## src/hdl/cwh_pkg.sv

```systemverilog
package cwh_pkg;

   localparam int DELTA_BINS_DEF = 64;
   localparam int MULT_BINS_DEF  = 20;
   localparam int TIME_BITS_DEF  = 48;
   localparam int COUNT_BITS_DEF = 32;

   localparam int BW_BITS        = 16;
   localparam int WL_BITS        = 32;
   localparam int BT_BITS        = 36;
   localparam int CSR_DATA_BITS  = 36;
   localparam int CSR_INDEX_BITS = 2;
   localparam int TS_BITS        = 48;
   localparam int OUT_COUNT_BITS = 32;
   localparam int HITCNT_BITS    = 8;

   localparam logic [WL_BITS-1:0] WL_RESET = 32'd5000;
   localparam logic [BT_BITS-1:0] BT_RESET = 36'd50000000000;
   localparam logic [BW_BITS-1:0] BW_RESET = 16'd20;

   localparam logic [CSR_INDEX_BITS-1:0] REG_WINDOW_LENGTH = 2'd0;
   localparam logic [CSR_INDEX_BITS-1:0] REG_BACKWARD_TOL  = 2'd1;
   localparam logic [CSR_INDEX_BITS-1:0] REG_BIN_WIDTH     = 2'd2;

   localparam logic [3:0] SEL_DELTA_LAST = 4'd2;
   localparam logic [3:0] SEL_PAIR_FIRST = 4'd3;
   localparam logic [3:0] SEL_PAIR_LAST  = 4'd5;
   localparam logic [3:0] SEL_MULT_FIRST = 4'd6;
   localparam logic [3:0] SEL_MULT_LAST  = 4'd8;

   localparam logic [1:0] LAST_CHANNEL = 2'd2;

   typedef enum logic [1:0] {
      CMD_HIT   = 2'd0,
      CMD_READ  = 2'd1,
      CMD_CLEAR = 2'd2,
      CMD_NONE  = 2'd3
   } cmd_type;

   typedef enum logic [1:0] {
      KIND_DELTA = 2'd0,
      KIND_PAIR  = 2'd1,
      KIND_MULT  = 2'd2
   } kind_type;

   typedef enum logic [11:0] {
      ST_IDLE   = 12'b000000000001,
      ST_CLEAR  = 12'b000000000010,
      ST_EVAL   = 12'b000000000100,
      ST_NEXT   = 12'b000000001000,
      ST_DIFF   = 12'b000000010000,
      ST_CLASS  = 12'b000000100000,
      ST_DIV    = 12'b000001000000,
      ST_ADDR   = 12'b000010000000,
      ST_RD     = 12'b000100000000,
      ST_WR     = 12'b001000000000,
      ST_UPDATE = 12'b010000000000,
      ST_DONE   = 12'b100000000000
   } state_type;

endpackage

```

## src/hdl/cwh_div.sv

```systemverilog
module cwh_div #(
   parameter int DVW = 24,
   parameter int QB  = 8
) (
   input  logic                         clock,
   input  logic                         reset,
   input  logic                         start,
   input  logic [DVW-1:0]               dividend,
   input  logic [cwh_pkg::BW_BITS-1:0]  divisor,
   output logic                         done,
   output logic [QB-1:0]                quotient
);
   import cwh_pkg::*;

   localparam int W  = DVW + QB;
   localparam int CW = $clog2(QB);

   logic [DVW-1:0] rem_ff, rem_in;
   logic [W-1:0]   dsh_ff, dsh_in;
   logic [QB-1:0]  q_ff, q_in;
   logic [CW-1:0]  cnt_ff, cnt_in;
   logic           busy_ff, busy_in;
   logic           done_ff, done_in;
   logic           ge;

   assign ge = W'(rem_ff) >= dsh_ff;

   always_comb begin
      rem_in  = rem_ff;
      dsh_in  = dsh_ff;
      q_in    = q_ff;
      cnt_in  = cnt_ff;
      busy_in = busy_ff;
      done_in = 1'b0;
      if (start) begin
         rem_in  = dividend;
         dsh_in  = W'(divisor) << (QB - 1);
         q_in    = '0;
         cnt_in  = CW'(QB - 1);
         busy_in = 1'b1;
      end else if (busy_ff) begin
         if (ge) begin
            rem_in = DVW'(W'(rem_ff) - dsh_ff);
            q_in   = {q_ff[QB-2:0], 1'b1};
         end else begin
            q_in   = {q_ff[QB-2:0], 1'b0};
         end
         dsh_in = dsh_ff >> 1;
         if (cnt_ff == '0) begin
            busy_in = 1'b0;
            done_in = 1'b1;
         end else begin
            cnt_in = cnt_ff - 1'b1;
         end
      end
   end

   always_ff @(posedge clock) begin
      rem_ff <= rem_in;
      dsh_ff <= dsh_in;
      q_ff   <= q_in;
      cnt_ff <= cnt_in;
      if (reset) begin
         busy_ff <= 1'b0;
         done_ff <= 1'b0;
      end else begin
         busy_ff <= busy_in;
         done_ff <= done_in;
      end
   end

   assign done     = done_ff;
   assign quotient = q_ff;

endmodule

```

## config.mk

```make
export PLATFORM = sky130hd
export DESIGN_NAME = cwh_div
export DESIGN_NICKNAME = d
export VERILOG_FILES = /design/src/hdl/cwh_pkg.sv /design/src/hdl/cwh_div.sv
export SDC_FILE = /design/constraint.sdc
export NUM_CORES = 1
export LEC_CHECK = 0
export ABC_AREA = 1
export BUFFER_PORTS_ARGS = -buffer_cell sky130_fd_sc_hd__buf_2
export CAP_MARGIN = 5
export CORE_MARGIN = 1.5
export CORE_UTILIZATION = 55
export CTS_CLUSTER_SIZE = 25
export DETAILED_ROUTE_END_ITERATION = 7
export PLACE_DENSITY = 0.82
export SLEW_MARGIN = 10
export SYNTH_ARGS = -nofsm -noshare
export SYNTH_HDL_FRONTEND = slang
export SYNTH_SLANG_ARGS = --single-unit
export TNS_END_PERCENT = 1
```

## constraint.sdc

```tcl
create_clock -name clock -period 3.57 [get_ports clock]
set_clock_uncertainty 0.1 [all_clocks]
set_input_delay 0.5355 -clock clock [delete_from_list [all_inputs] [get_ports clock]]
set_output_delay 0.5355 -clock clock [all_outputs]
set_load 0.05 [all_outputs]
```

Word level (Yosys, flattened, before mapping) --
Cells that the tools add are included.
Cells by class: add/sub/neg operators 2, magnitude comparators 1, muxes and demuxes 10, bitwise logic cells 2, reductions and logical operators 6
Operators by type and width (number):
- two-way mux 24 bit | 3
- two-way mux 23 bit | 2
- >= comparator 24 x 23 -> 1 bit | 1
- subtractor 24 x 23 -> 24 bit | 1
- two-way mux 1 bit | 5
- AND reduction 2 bit | 2
- nonzero test 2 bit | 2
- zero test 3 bit | 1
- OR reduction 3 bit | 1
- subtractor 3 x 1 -> 3 bit, second input constant | 1
- NOT 1 bit | 2
Storage, ports and cells: flip-flop bits (word level) 60, input port bits 43

Longest topological paths before layout --
depth in word-level cells 4, mapped depth 14

Worst setup path after synthesis --
OpenSTA, ideal clock, no wires.
kind flip-flop to flip-flop, from reg rem_ff[0], to reg rem_ff[0] (enable), library setup time 0.425 ns, arrival 2.035 ns, data required time 3.045 ns, path slack 1.010 ns, cell stages (with the launch flop) 14, cell sequence edfxtp_1 > inv_1 > ha_1 > inv_1 > fa_1 > nand2_1 > nand2_1 > and2_4 > nand2_2 > nand2_2 > nand2_1 > nand4_1 > nand2_1 > nand2_1
Between the ends: cells in the longest elaborated chain, start to end 3
RTL lines:
- start, declared | line cwh_div.sv:18 | logic [DVW-1:0] rem_ff, rem_in;
- start signal, assigned | line cwh_div.sv:59 | rem_ff <= rem_in;
- >= comparator 24 x 23 -> 1 bit | line cwh_div.sv:26 | assign ge = W'(rem_ff) >= dsh_ff;
- nonzero test 2 bit (no line)
- AND reduction 2 bit (no line)
No other way between the ends. A chain may end at the register's enable or synchronous reset.

Worst setup path after layout --
from reg rem_ff[0], to reg rem_ff[12] (enable)
Same word-level chain as after synthesis.

==> metrics.yaml <==
status:
  outcome: "completed"
global_routing:
  overflow: 0
  globalRouteMet1Util_pct: 32.9
  vias_in_the_first_global_route: 3695
  use_met3_pct: 4.40
  largest_net_degree_at_the_start_of_global_routing: 29
  gr-usage-met2_pct: 42.6
  grt_usage_pct: 25.7
  grt_antenna_before_repair: 0
  grt_most_used_layer: "met2"
  grt_first_pass_wirelength_um: 16600
critical_path:
  critical_path.reg2reg.endpoint: "rem_ff[12]$_DFFE_PP_"
  cp-end-kind: "flop"
  r2r_cells: 14
  worst-endpoint-arrival_ns: 2.51
  timing.critical_path.from: "rem_ff[0]$_DFFE_PP_"
  timing.critical_path.to: "rem_ff[12]$_DFFE_PP_"
  worstReg2RegStart: "rem_ff[0]$_DFFE_PP_"
  critPathRequiredTime_ns: 3.54
  critPathKind: "flop to flop"
  timing.critical_path.from_type: "flop"
  regToRegSetupSlack_ns: 1.03
  timing.critical_path.fanout_max: 24
place:
  buffer_ports.inserted: 51
  dpl.hpwl_um: 7280
  placed_area_um2: 4490
  place_ws_ns: 1.07
  globalplace.congestion: 0.993
floorplan:
  start_util_pct: 57.0
  chipWidth_um: 89.7
  fp.dieArea_um2: 8050
  floorplan_core_area_um2: 7250
  top_level_ports: 52
  chipHeight_um: 89.7
  rows: 31
worst_hold_path:
  min-delay-start: "reset"
  holdCritPathClass: "input pin to flop"
route:
  ant_nets: 0
  drt_pre_antenna_iters: 4
  post-route-drc-count: 0
  routed-via-count: 3842
  detail_route.vias_per_cell: 5.00
  initialDrtViolationCount: 261
  routed_wire_length_per_instance_um: 12.7
  finalWirelength_um: 9740
sta:
  min_period_over_period_pct: 71.3
  maxClockFrequency_ghz: 0.393
  finalSetupViolations: 0
  report.final.hold_viol_count: 0
  slew_limit_fails: 0
  slew-limit-headroom_pct: 49.2
  final_period_minus_worst_setup_slack_ns: 2.54
  grt_setup_unrepaired: "no"
  final.setup.tns_ns: 0
  post-route-worst-setup-slack_ns: 1.03
  worst_slew_pin_slew_ns: 0.761
yosys:
  asyncSetResetFlopFracSynth_pct: 0
  register_area_share_after_synthesis_pct: 38.7
  synth_edf_count: 40
  yosysUniqueCellTypes: 28
  synth.yosys.warnings: 0
  ys_seq_elements: 60
  postSynth.topFlopCell: "edfxtp_1"
  syn-num-nets: 679
  synth_area_um2: 4140
  syn_avg_cell_area_um2: 6.78
  post_synth_inst_count: 610
power:
  power_leakage_nw: 2.50
  power-per-cell-area_nw_per_um2: 535
  total_power_mw: 2.52
  max-vdd-ir-drop_v: 0.000361
clocking:
  sinks_on_the_clock_net: 60
  cts_resized: 0
  cts.reportedPaths.clkPinSlew_ns: 0.07
  cts_tree: "done"
  clock_tree.buffer_depth: 2
  holdBufCountCts: 0
  cts-buffers-inserted: 9
  post_cts_buffers: 0
  worstSkewPairLatency_ns: 0.35
  clock_tree.htree_level_count: 3
  cts.root.buffer_cell: "clkbuf_8"
layout:
  drive_above_1_share_pct: 12.7
  fill_cells: 644
  final_core_utilization_pct: 64.9
  area_growth_syn_to_layout_pct: 13.8
  num_antenna_cells: 0
  final_area_um2: 4710
  finish.net_count: 734
job:
  max_cap_viol_count: 0
registers in the layout, indices dropped and copies added, names as in the netlist:
register,cells
cnt_ff,3
dsh_ff,23
quotient,8
busy_ff,1
done,1
rem_ff,24
power breakdown:
| part | total (mW) | switching, mW | internal, mW |
|---|---|---|---|
| sequential | 0.880 | 0.0298 | 0.850 |
| clock | 0.646 | 0.291 | 0.355 |
| combinational | 0.990 | 0.647 | 0.343 |
| total | 2.52 | 0.968 | 1.55 |
metrics by stage:
stage	hold WS [ns]	instances
after floorplan	0.329	610
after global placement	0.337	753
after detailed placement	0.354	753
after CTS	0.240	769
after global routing	0.251	769
final	0.254	769
cell usage after synthesis, types with 4 or more instances:
library cell	instances	area, um2
ha_1	25	313
clkbuf_1	5	18.8
o21ai_0	26	130
edfxtp_1	40	1200
nand2_1	232	871
dfxtp_1	20	400
or2_2	4	25.0
nand2_2	4	25.0
nand3_1	37	185
nand3b_1	6	45.0
nand4_1	6	37.5
a21oi_1	17	85.1
nor2_1	34	128
nor2_2	4	25.0
inv_1	120	450
o22ai_1	11	68.8
nor3_1	5	25.0
layer usage:
metal	part of all wire [%]	wire length, um	up-vias
li1	-	-	2016
met1	46	4500	1707
met2	46	4530	104
met3	5.3	515	15
met4	2.1	202	0
met5	0	0	-
worst max-delay path, cell delays in order (launching register included):
cell and delay (ns):
edfxtp_1 0.37, inv_1 0.07, ha_1 0.16, inv_1 0.09, fa_1 0.43, nand2_1 0.11
nand2_1 0.08, and2_4 0.15, nand2_2 0.05, nand2_2 0.07, nand2_1 0.06, nand4_1 0.11
nand2_1 0.08, nand2_1 0.04, buf_4 0.27
layout by cell type, fill, tap and decap left out, drive strengths merged:
cell	instances
o21ai	27
clkinv	1
and2	1
inv	124
o21bai	1
clkbuf	12
nand4	6
nor2	39
buf	54
or2	6
o22ai	11
nand2	236
fa	1
dfxtp	20
nand3b	6
xnor2	1
nand3	37
nor3	5
edfxtp	40
ha	25
a21oi	17
kinds of logic after synthesis:
group	count (synthesis)	synth area share [%]
AO/OA/AOI/OAI	56	7.17
XOR/XNOR	1	0.212
flip-flops	60	38.7
adder cells (fa/ha/maj)	26	8.05
buffers and inverters	131	12.0
AND/OR/NAND/NOR	336	33.8
layout make-up:
type	instances	area (um2)	area share, %
inverter	121	454	9.65
clock buffer	12	188	3.99
timing repair buffer	54	278	5.90
tap	99	124	2.63
clock inverter	4	23.8	0.505
multi-input combinational	419	2040	43.3
sequential	60	1600	34.0
how the worst min path moves through the flow:
| stage | slack, ns | depth (start not counted) | to |
|---|---|---|---|
| finish | 0.25 | 2 | busy_ff$_SDFF_PP0_ |
| global route | 0.25 | 2 | busy_ff$_SDFF_PP0_ |
| CTS | 0.24 | 2 | busy_ff$_SDFF_PP0_ |
| detailed placement | 0.35 | 2 | cnt_ff[0]$_SDFFE_PP1P_ |
| global placement | 0.34 | 2 | quotient[7]$_SDFFE_PP0P_ |
| floorplan | 0.33 | 2 | cnt_ff[0]$_SDFFE_PP1P_ |
Note: power is estimated with default switching activity, not from simulation.
